`src/hw/rtl/sit_pkg.sv`:
```
// sit_pkg: shared types, constants and status codes for sorted_interval_table.
// No dependencies.
`default_nettype none
package sit_pkg;
  localparam int unsigned TableDepth = 16;
  localparam int unsigned IdxW       = $clog2(TableDepth);
  localparam int unsigned CntW       = $clog2(TableDepth + 1);
  localparam int unsigned MaxPieces  = 16;
  localparam int unsigned PcW        = $clog2(MaxPieces + 1);
  localparam int unsigned QDepth     = 2;

  localparam logic       OpInsert = 1'b0;
  localparam logic       OpClip   = 1'b1;

  localparam logic [2:0] StInserted = 3'd0;
  localparam logic [2:0] StOverlap  = 3'd1;
  localparam logic [2:0] StFull     = 3'd2;
  localparam logic [2:0] StInvalid  = 3'd3;
  localparam logic [2:0] StPiece    = 3'd4;
  localparam logic [2:0] StNothing  = 3'd5;

  typedef struct packed {
    logic        operation;
    logic [31:0] range_from;
    logic [31:0] range_to;
  } item_t;

  typedef struct packed {
    logic [2:0]  status;
    logic [31:0] piece_from;
    logic [31:0] piece_to;
    logic [31:0] covered_total;
    logic        last;
  } result_t;

  // Classified command handed from front to back.
  typedef struct packed {
    logic        invalid;
    logic        operation;
    logic [31:0] range_from;
    logic [31:0] range_to;
  } cmd_t;
endpackage
`default_nettype wire

```
`src/hw/rtl/sit_if.sv`:
```
// sit_if: valid/ready channel carrying one beat of a given payload type.
// Depends on sit_pkg for the payload types.
`default_nettype none
interface sit_in_if;
  logic          valid;
  logic          ready;
  sit_pkg::item_t data;
  modport source (output valid, output data, input ready);
  modport sink   (input valid, input data, output ready);
endinterface

interface sit_out_if;
  logic            valid;
  logic            ready;
  sit_pkg::result_t data;
  modport source (output valid, output data, input ready);
  modport sink   (input valid, input data, output ready);
endinterface
`default_nettype wire

```
`src/hw/rtl/sit_front.sv`:
```
// sit_front: accepts input beats, flags reversed ranges, queues commands.
// Depends on sit_pkg.
`default_nettype none
module sit_front (
  input  wire logic          clk_i,
  input  wire logic          rst_ni,
  input  wire logic          in_valid_i,
  output logic               in_ready_o,
  input  wire sit_pkg::item_t in_data_i,
  output logic               cmd_valid_o,
  input  wire logic          cmd_ready_i,
  output sit_pkg::cmd_t      cmd_o
);
  sit_pkg::cmd_t mem_q [sit_pkg::QDepth];
  logic          wp_q, wp_d, rp_q, rp_d;
  logic [1:0]    cnt_q, cnt_d;
  logic          push, pop;

  assign in_ready_o  = (cnt_q != 2'(sit_pkg::QDepth));
  assign cmd_valid_o = (cnt_q != 2'd0);
  assign cmd_o       = mem_q[rp_q];
  assign push        = in_valid_i && in_ready_o;
  assign pop         = cmd_valid_o && cmd_ready_i;

  always_comb begin
    wp_d  = push ? ~wp_q : wp_q;
    rp_d  = pop ? ~rp_q : rp_q;
    cnt_d = cnt_q + {1'b0, push} - {1'b0, pop};
  end

  always_ff @(posedge clk_i or negedge rst_ni) begin
    if (!rst_ni) begin
      wp_q  <= 1'b0;
      rp_q  <= 1'b0;
      cnt_q <= 2'd0;
    end else begin
      wp_q  <= wp_d;
      rp_q  <= rp_d;
      cnt_q <= cnt_d;
    end
  end

  always_ff @(posedge clk_i) begin
    if (push) begin
      mem_q[wp_q].invalid    <= in_data_i.range_from > in_data_i.range_to;
      mem_q[wp_q].operation  <= in_data_i.operation;
      mem_q[wp_q].range_from <= in_data_i.range_from;
      mem_q[wp_q].range_to   <= in_data_i.range_to;
    end
  end
endmodule
`default_nettype wire

```
`src/hw/rtl/sit_back.sv`:
```
// sit_back: walks the range table for insert and clip commands, drives results.
// Depends on sit_pkg.
`default_nettype none
module sit_back (
  input  wire logic          clk_i,
  input  wire logic          rst_ni,
  input  wire logic          cmd_valid_i,
  output logic               cmd_ready_o,
  input  wire sit_pkg::cmd_t cmd_i,
  output logic               out_valid_o,
  input  wire logic          out_ready_i,
  output sit_pkg::result_t   out_data_o
);
  localparam logic [2:0] SIdle  = 3'd0;
  localparam logic [2:0] SIns   = 3'd1;
  localparam logic [2:0] SShift = 3'd2;
  localparam logic [2:0] SClip  = 3'd3;
  localparam logic [2:0] SEmit  = 3'd4;

  logic [2:0]  state_q, state_d;
  logic [31:0] st_q [sit_pkg::TableDepth];
  logic [31:0] en_q [sit_pkg::TableDepth];
  logic [sit_pkg::CntW-1:0] count_q;
  logic [31:0] total_q;
  sit_pkg::cmd_t cmd_q;
  logic [sit_pkg::CntW-1:0] i_q, j_q;
  logic [sit_pkg::PcW-1:0]  n_q;
  logic        ov_q;
  sit_pkg::result_t res_q;
  sit_pkg::result_t pend_q;
  logic [31:0] s_cur, e_cur;
  logic [sit_pkg::IdxW-1:0] ri, jm1, jix, lix;
  logic        obusy;

  assign ri    = i_q[sit_pkg::IdxW-1:0];
  assign s_cur = st_q[ri];
  assign e_cur = en_q[ri];
  assign jix   = j_q[sit_pkg::IdxW-1:0];
  assign jm1   = jix - 1'b1;
  assign lix   = count_q[sit_pkg::IdxW-1:0] - 1'b1;
  assign obusy = ov_q && !out_ready_i;
  assign out_valid_o = ov_q;
  assign out_data_o  = res_q;
  assign cmd_ready_o = (state_q == SIdle) && !obusy;

  always_ff @(posedge clk_i or negedge rst_ni) begin
    if (!rst_ni) begin
      state_q <= SIdle;
      count_q <= '0;
      total_q <= '0;
      ov_q    <= 1'b0;
      i_q     <= '0;
      j_q     <= '0;
      n_q     <= '0;
    end else begin
      if (ov_q && out_ready_i) ov_q <= 1'b0;
      unique case (state_q)
        SIdle: begin
          if (cmd_valid_i && !obusy) begin
            cmd_q <= cmd_i;
            i_q   <= '0;
            n_q   <= '0;
            if (cmd_i.invalid) begin
              res_q <= '{sit_pkg::StInvalid, 32'd0, 32'd0, total_q, 1'b1};
              ov_q  <= 1'b1;
            end else if (cmd_i.operation == sit_pkg::OpClip) begin
              state_q <= SClip;
            end else if (count_q == sit_pkg::CntW'(sit_pkg::TableDepth)) begin
              res_q <= '{sit_pkg::StFull, 32'd0, 32'd0, total_q, 1'b1};
              ov_q  <= 1'b1;
            end else if (count_q == '0 || en_q[lix] <= cmd_i.range_from) begin
              st_q[count_q[sit_pkg::IdxW-1:0]] <= cmd_i.range_from;
              en_q[count_q[sit_pkg::IdxW-1:0]] <= cmd_i.range_to;
              count_q <= count_q + 1'b1;
              total_q <= total_q + (cmd_i.range_to - cmd_i.range_from);
              res_q <= '{sit_pkg::StInserted, 32'd0, 32'd0,
                         total_q + (cmd_i.range_to - cmd_i.range_from), 1'b1};
              ov_q  <= 1'b1;
            end else begin
              state_q <= SIns;
            end
          end
        end
        SIns: begin
          if (i_q == count_q || (s_cur < cmd_q.range_to && cmd_q.range_from < e_cur)) begin
            res_q   <= '{sit_pkg::StOverlap, 32'd0, 32'd0, total_q, 1'b1};
            ov_q    <= 1'b1;
            state_q <= SIdle;
          end else if (cmd_q.range_to <= s_cur) begin
            j_q     <= count_q;
            state_q <= SShift;
          end else begin
            i_q <= i_q + 1'b1;
          end
        end
        SShift: begin
          // move one entry up per cycle, then drop the new range in place
          if (j_q == i_q) begin
            st_q[ri] <= cmd_q.range_from;
            en_q[ri] <= cmd_q.range_to;
            count_q  <= count_q + 1'b1;
            total_q  <= total_q + (cmd_q.range_to - cmd_q.range_from);
            res_q <= '{sit_pkg::StInserted, 32'd0, 32'd0,
                       total_q + (cmd_q.range_to - cmd_q.range_from), 1'b1};
            ov_q    <= 1'b1;
            state_q <= SIdle;
          end else begin
            st_q[jix] <= st_q[jm1];
            en_q[jix] <= en_q[jm1];
            j_q <= j_q - 1'b1;
          end
        end
        SClip: begin
          if (!obusy) begin
            if (i_q == count_q || n_q == sit_pkg::PcW'(sit_pkg::MaxPieces)
                || cmd_q.range_to <= s_cur) begin
              // finish: send the held piece marked last, or report nothing
              if (n_q == '0) begin
                res_q <= '{sit_pkg::StNothing, 32'd0, 32'd0, total_q, 1'b1};
                ov_q  <= 1'b1;
                state_q <= SIdle;
              end else begin
                res_q      <= '{pend_q.status, pend_q.piece_from, pend_q.piece_to,
                                pend_q.covered_total, 1'b1};
                ov_q       <= 1'b1;
                state_q    <= SIdle;
              end
            end else if (e_cur <= cmd_q.range_from) begin
              i_q <= i_q + 1'b1;
            end else begin
              // hold the piece until we know whether another follows;
              // the one held before goes out now
              if (n_q != '0) begin
                res_q <= pend_q;
                ov_q  <= 1'b1;
              end
              pend_q <= '{sit_pkg::StPiece,
                          (s_cur > cmd_q.range_from) ? s_cur : cmd_q.range_from,
                          (e_cur < cmd_q.range_to) ? e_cur : cmd_q.range_to,
                          total_q, 1'b0};
              i_q <= i_q + 1'b1;
              n_q <= n_q + 1'b1;
              state_q <= SEmit;
            end
          end
        end
        SEmit: begin
          state_q <= SClip;
        end
        default: state_q <= SIdle;
      endcase
    end
  end
endmodule
`default_nettype wire

```
`src/hw/rtl/sorted_interval_table.sv`:
```
// sorted_interval_table: top level, joins the front queue and the table walker.
// Depends on sit_pkg, sit_if, sit_front, sit_back.
// A sorted table of up to 16 disjoint half-open ranges [from,to) with a running
// covered total. An insert that lands after the last entry answers in the cycle
// after the walker takes it; otherwise the walker scans one entry per cycle up
// to the slot, then shifts one entry per cycle to open it. A clip walks the
// entries in order, emits at most 16 pieces and waits while the output stalls.
// Pieces are sent one beat behind the walk so the final beat carries last.
// Rate is set by the single table walker; a two-deep command queue lets new
// beats be taken while the walker is busy.
`default_nettype none
module sorted_interval_table (
  input  wire logic clk_i,
  input  wire logic rst_ni,
  sit_in_if.sink    in_if,
  sit_out_if.source out_if
);
  logic          cmd_valid, cmd_ready;
  sit_pkg::cmd_t cmd;

  sit_front u_front (
    .clk_i, .rst_ni,
    .in_valid_i(in_if.valid), .in_ready_o(in_if.ready), .in_data_i(in_if.data),
    .cmd_valid_o(cmd_valid), .cmd_ready_i(cmd_ready), .cmd_o(cmd)
  );

  sit_back u_back (
    .clk_i, .rst_ni,
    .cmd_valid_i(cmd_valid), .cmd_ready_o(cmd_ready), .cmd_i(cmd),
    .out_valid_o(out_if.valid), .out_ready_i(out_if.ready), .out_data_o(out_if.data)
  );
endmodule
`default_nettype wire

```
`src/flat_wrapper.sv`:
```
// flat-port wrapper written by rule: the top's interface ports become plain ports
module sorted_interval_table_flat 
  (clk_i, rst_ni, in_if_valid, in_if_data, in_if_ready, out_if_valid, out_if_data, out_if_ready);
  sit_in_if in_if_i ();
  sit_out_if out_if_i ();
  input  wire logic clk_i;
  input  wire logic rst_ni;
  input wire logic [$bits(in_if_i.valid)-1:0] in_if_valid;
  input wire logic [$bits(in_if_i.data)-1:0] in_if_data;
  output wire logic [$bits(in_if_i.ready)-1:0] in_if_ready;
  output wire logic [$bits(out_if_i.valid)-1:0] out_if_valid;
  output wire logic [$bits(out_if_i.data)-1:0] out_if_data;
  input wire logic [$bits(out_if_i.ready)-1:0] out_if_ready;
  assign in_if_i.valid = in_if_valid;
  assign in_if_i.data = in_if_data;
  assign in_if_ready = in_if_i.ready;
  assign out_if_valid = out_if_i.valid;
  assign out_if_data = out_if_i.data;
  assign out_if_i.ready = out_if_ready;
  sorted_interval_table u_core (.clk_i(clk_i), .rst_ni(rst_ni), .in_if(in_if_i), .out_if(out_if_i));
endmodule
```
`config.mk`:
```
export PLATFORM = sky130hd
export DESIGN_NAME = sorted_interval_table_flat
export DESIGN_NICKNAME = d
export VERILOG_FILES = /design/src/hw/rtl/sit_pkg.sv /design/src/hw/rtl/sit_if.sv /design/src/hw/rtl/sit_front.sv /design/src/hw/rtl/sit_back.sv /design/src/hw/rtl/sorted_interval_table.sv /design/src/flat_wrapper.sv
export SDC_FILE = /design/constraint.sdc
export NUM_CORES = 2
export LEC_CHECK = 0
export BUFFER_PORTS_ARGS = -buffer_cell sky130_fd_sc_hd__buf_2
export CAP_MARGIN = 20
export CORE_MARGIN = 2
export CORE_UTILIZATION = 30
export CTS_BUF_LIST = sky130_fd_sc_hd__clkbuf_4 sky130_fd_sc_hd__clkbuf_8
export DETAILED_ROUTE_END_ITERATION = 10
export PLACE_DENSITY = 0.52
export REMOVE_ABC_BUFFERS = 1
export SLEW_MARGIN = 20
export SYNTH_ARGS = -nofsm -noshare
export SYNTH_HDL_FRONTEND = slang
export SYNTH_SLANG_ARGS = --single-unit
```
`constraint.sdc`:
```
create_clock -name clk_i -period 10.2 [get_ports clk_i]
set_input_delay 1.02 -clock clk_i [delete_from_list [all_inputs] [get_ports clk_i]]
set_output_delay 1.02 -clock clk_i [all_outputs]
set_load 0.01 [all_outputs]
```
==> summary.txt <==
Final layout
  – Final Util: 0.345
  – Count of non-filler cells in the finished layout: 8902
  – FILL cells: 24959
  – Layout area overhead: 14.3%
  – Most common cell after layout, fill and taps aside: edfxtp_1
  – Area of the multi-input gates: 33100 um2
  – Fin nets: 5577
  – Share of cells above drive strength 1: 0.320
  – Total area of sequential cells: 44000 um2
  – Commonest non-fill, non-tap cells in the layout: edfxtp_1 (1416), mux4_2 (800), inv_1 (380), clkbuf_8 (288), ha_1 (262)

Synthesis
  – Distinct cells, synth: 72
  – Sequential fraction of the synthesis area: 0.557
  – Post-Syn Instances: 4896
  – Synth Flop Type: edfxtp_1
  – Number of synthesized flops with an enable pin: 1416
  – Post-synth ARST share: 0.0407
  – Cell Area, Synth: 79100 um2
  – Syn Area/Cell: 16.2 um2
  – Yosys warning count: 0
  – Yosys reg bits: 1476

CTS
  – Setup Buffers After CTS: 0
  – Longest Clk Path Bufs: 4
  – Root buf cell: clkbuf_8
  – CTS tree: built
  – CTS sink cnt: 1476
  – PostCTS Resize Cnt: 0
  – Clock H-tree levels: 5
  – Clk_lat worst skew: 1.05 ns
  – Num CTS Buffers: 280
  – Clock transition at the registers of the reported paths: 0.06 ns

Worst setup path
  – R2r setup slk: 1.97 ns
  – R2R Path End: u_core.u_back.st_q[2][19]$_DFFE_PP_
  – Crit Path Class: flop to flop
  – Crit path max fanout: 52
  – Worst R2R Path Depth: 16
  – Setup crit start kind: flop
  – Crit end category: flop
  – RR Startpoint: u_core.u_back.count_q[0]$_DFFE_PN0P_
  – CP max-delay cell: ha_4
  – CP Cell Sequence: inv_1 > ha_4 > buf_4 > mux4_2 > mux4_2 > ha_1 > a21oi_1 > o21ai_0 > a221oi_1 > o22ai_1 > a211oi_1 > nor2_1 > nor2_1 > a32oi_1 > nor2_4 > buf_4
  – WP data arrival: 8.86 ns
  – Largest stage delay, worst path: 0.95 ns
  – Worst EP required: 10.83 ns

Placement
  – Worst slack, placed: 2.00 ns
  – Detailed Place HPWL: 183 mm
  – Placed insts: 8412
  – GPL Wtd Cong: 0.895
  – Port Buffers: 170

Min path
  – Worst hold start: in_if_data[7]
  – Hold depth: 1
  – Worst hold path endpoint: u_core.u_front.mem_q[0][7]$_DFFE_PP_
  – Hold Crit Class: input port to flop

Die
  – Width of the die: 517 um
  – Die Ht: 517 um
  – Core area: 262000 um2
  – Die footprint: 268000 um2
  – Initial Util: 0.302
  – Num ports: 171
  – Row cnt: 188

Detailed routing
  – Routed Wire Length: 280 mm
  – Via density: 5.71
  – Post-route DRC: 0
  – Avg WL per Cell: 31.4 um
  – DR pass1 iterations: 6
  – Routed Antenna Nets: 0
  – DR iter-0 viols: 6116
  – Via count: 50813

Timing
  – Clock skew: 0.0689 ns
  – Pins Over Slew Limit: 0
  – Setup-failing EPs final: 0
  – Tcrit/Tclk final: 0.807
  – F_max: 122 MHz
  – Worst-margin pin slew: 1.17 ns
  – Setup TNS: 0 ns
  – Setup ws final: 1.97 ns
  – Tmin final: 8.23 ns
  – Final hold viol count: 0
  – Unrepaired setup endpoints after global routing: false
  – Max-slew headroom: 0.221

Global routing
  – Overflow after GRT: 0
  – Vias in the first global route: 51309
  – Antenna violations before repair: 38
  – Global-route wire length before repair: 394 mm
  – GRT Resource Usage Total: 0.207
  – Largest net degree at the start of global routing: 124

Pwr
  – Pwr per Cell Area: 376 nW/um2
  – Leak Pwr: 31.1 nW
  – Peak VDD IR: 0.346 mV

Status
  – Status: finished clean

Flow run
  – Max_cap viols: 0
==> sequential cells by signal (all words and copies together), names as in the netlist <==
signal,count
u_core.u_back.en_q,512
u_core.u_back.st_q,512
u_core.u_front.mem_q,132
u_core.u_back.out_data_o,100
u_core.u_back.pend_q,96
u_core.u_back.cmd_q,64
u_core.u_back.total_q,32
u_core.u_back.count_q,5
u_core.u_back.i_q,5
u_core.u_back.j_q,5
u_core.u_back.n_q,5
u_core.u_back.state_q,3
u_core.u_front.cnt_q,2
u_core.u_back.out_valid_o,1
u_core.u_front.rp_q,1
u_core.u_front.wp_q,1
==> metrics by stage <==
step	cell area (um2)	power, mW	hold slack, ns
6_report	90400	34.0	0.193
3_5_place_dp	84800	28.0	0.460
2_1_floorplan	77900	23.1	0.447
3_3_place_gp	84600	27.9	0.454
4_1_cts	90200	34.0	0.0962
5_1_grt	90400	35.9	0.123
==> cell usage after synthesis, drive strengths merged (10+ instances only) <==
cell type	instances	area (um2)
edfxtp	1416	42500
mux4	800	18000
inv	381	1430
ha	264	3300
nand2	249	935
clkbuf	223	837
nor2	166	623
a21oi	162	822
mux2	100	1130
a21o	91	683
o21ai	90	450
a31oi	89	557
and3	82	513
buf	77	335
nand3	66	330
fa	62	1240
nor3	61	305
dfrtp	60	1500
xnor2	56	490
o211ai	53	398
nand4	46	288
or4	34	255
o21a	26	195
xor2	22	193
nor2b	18	113
nand2b	16	100
a22oi	14	105
mux2i	13	130
a222oi	12	120
or3	12	75.1
a211oi	10	75.1
o21bai	10	75.1
o31ai	10	75.1
==> worst max-delay path by stage <==
stage                                     endpoint                                 start  cells after the start
2_1_floorplan   u_core.u_back.pend_q[10]$_DFFE_PP_      u_core.u_back.i_q[0]$_DFFE_PN0P_                     11
3_3_place_gp   u_core.u_back.st_q[8][13]$_DFFE_PP_  u_core.u_back.count_q[0]$_DFFE_PN0P_                     16
3_5_place_dp   u_core.u_back.st_q[8][13]$_DFFE_PP_  u_core.u_back.count_q[0]$_DFFE_PN0P_                     16
4_1_cts         u_core.u_back.en_q[8][2]$_DFFE_PP_  u_core.u_back.count_q[0]$_DFFE_PN0P_                     16
5_1_grt        u_core.u_back.en_q[2][23]$_DFFE_PP_  u_core.u_back.count_q[0]$_DFFE_PN0P_                     16
6_report       u_core.u_back.st_q[2][19]$_DFFE_PP_  u_core.u_back.count_q[0]$_DFFE_PN0P_                     16
==> layer usage <==
metal | GRT usage | up-vias | wire length, um
li1 | - | 20470 | -
met1 | 0.280 | 26905 | 114000
met2 | 0.321 | 2864 | 128000
met3 | 0.0524 | 562 | 26400
met4 | 0.0780 | 12 | 11500
met5 | 0 | - | 75
==> what timing repair did <==
item                                    4_1_cts  5_1_grt
endpoints found under the hold margin        14        0
endpoints found under the setup margin        0        0
hold buffers                                  1        0
==> logic make-up after synthesis <==
| group | Yosys count | synth area share |
|---|---|---|
| AOI/OAI and AO/OA | 634 | 0.0525 |
| xor gates and xnor gates | 78 | 0.00864 |
| adders and majority gates | 326 | 0.0575 |
| buffers and inverters | 681 | 0.0329 |
| DFF | 1476 | 0.557 |
| muxes | 913 | 0.244 |
| and+or+nand+nor | 788 | 0.0482 |
==> power breakdown <==
part / internal, mW / switching (mW) / total (mW) / leakage (nW)
clock: 3.26 / 2.59 / 5.85 / 2.85
combinational: 7.41 / 11.6 / 19.0 / 14.7
sequential: 8.46 / 0.653 / 9.12 / 13.5
total: 19.1 / 14.9 / 34.0 / 31.1
==> area by class of cell <==
type	instances	area share
clock buffers	355	0.0494
repair buffers	304	0.0231
multi-input cells	2739	0.365
well taps	3515	0.0486
diodes	15	0.000415
clock inverters	117	0.0101
inverters	381	0.0158
flip-flops and latches	1476	0.487
==> critical path: cells and delay by family, from the launching register on <==
kind,cells,cell delay [ns]
AOI/OAI and AO/OA,6,1.92
adders and majority gates,2,1.26
buffers and inverters,3,1.45
DFF,1,0.82
muxes,2,0.87
and+or+nand+nor,3,1.42
(Power assumes the default switching activity.)
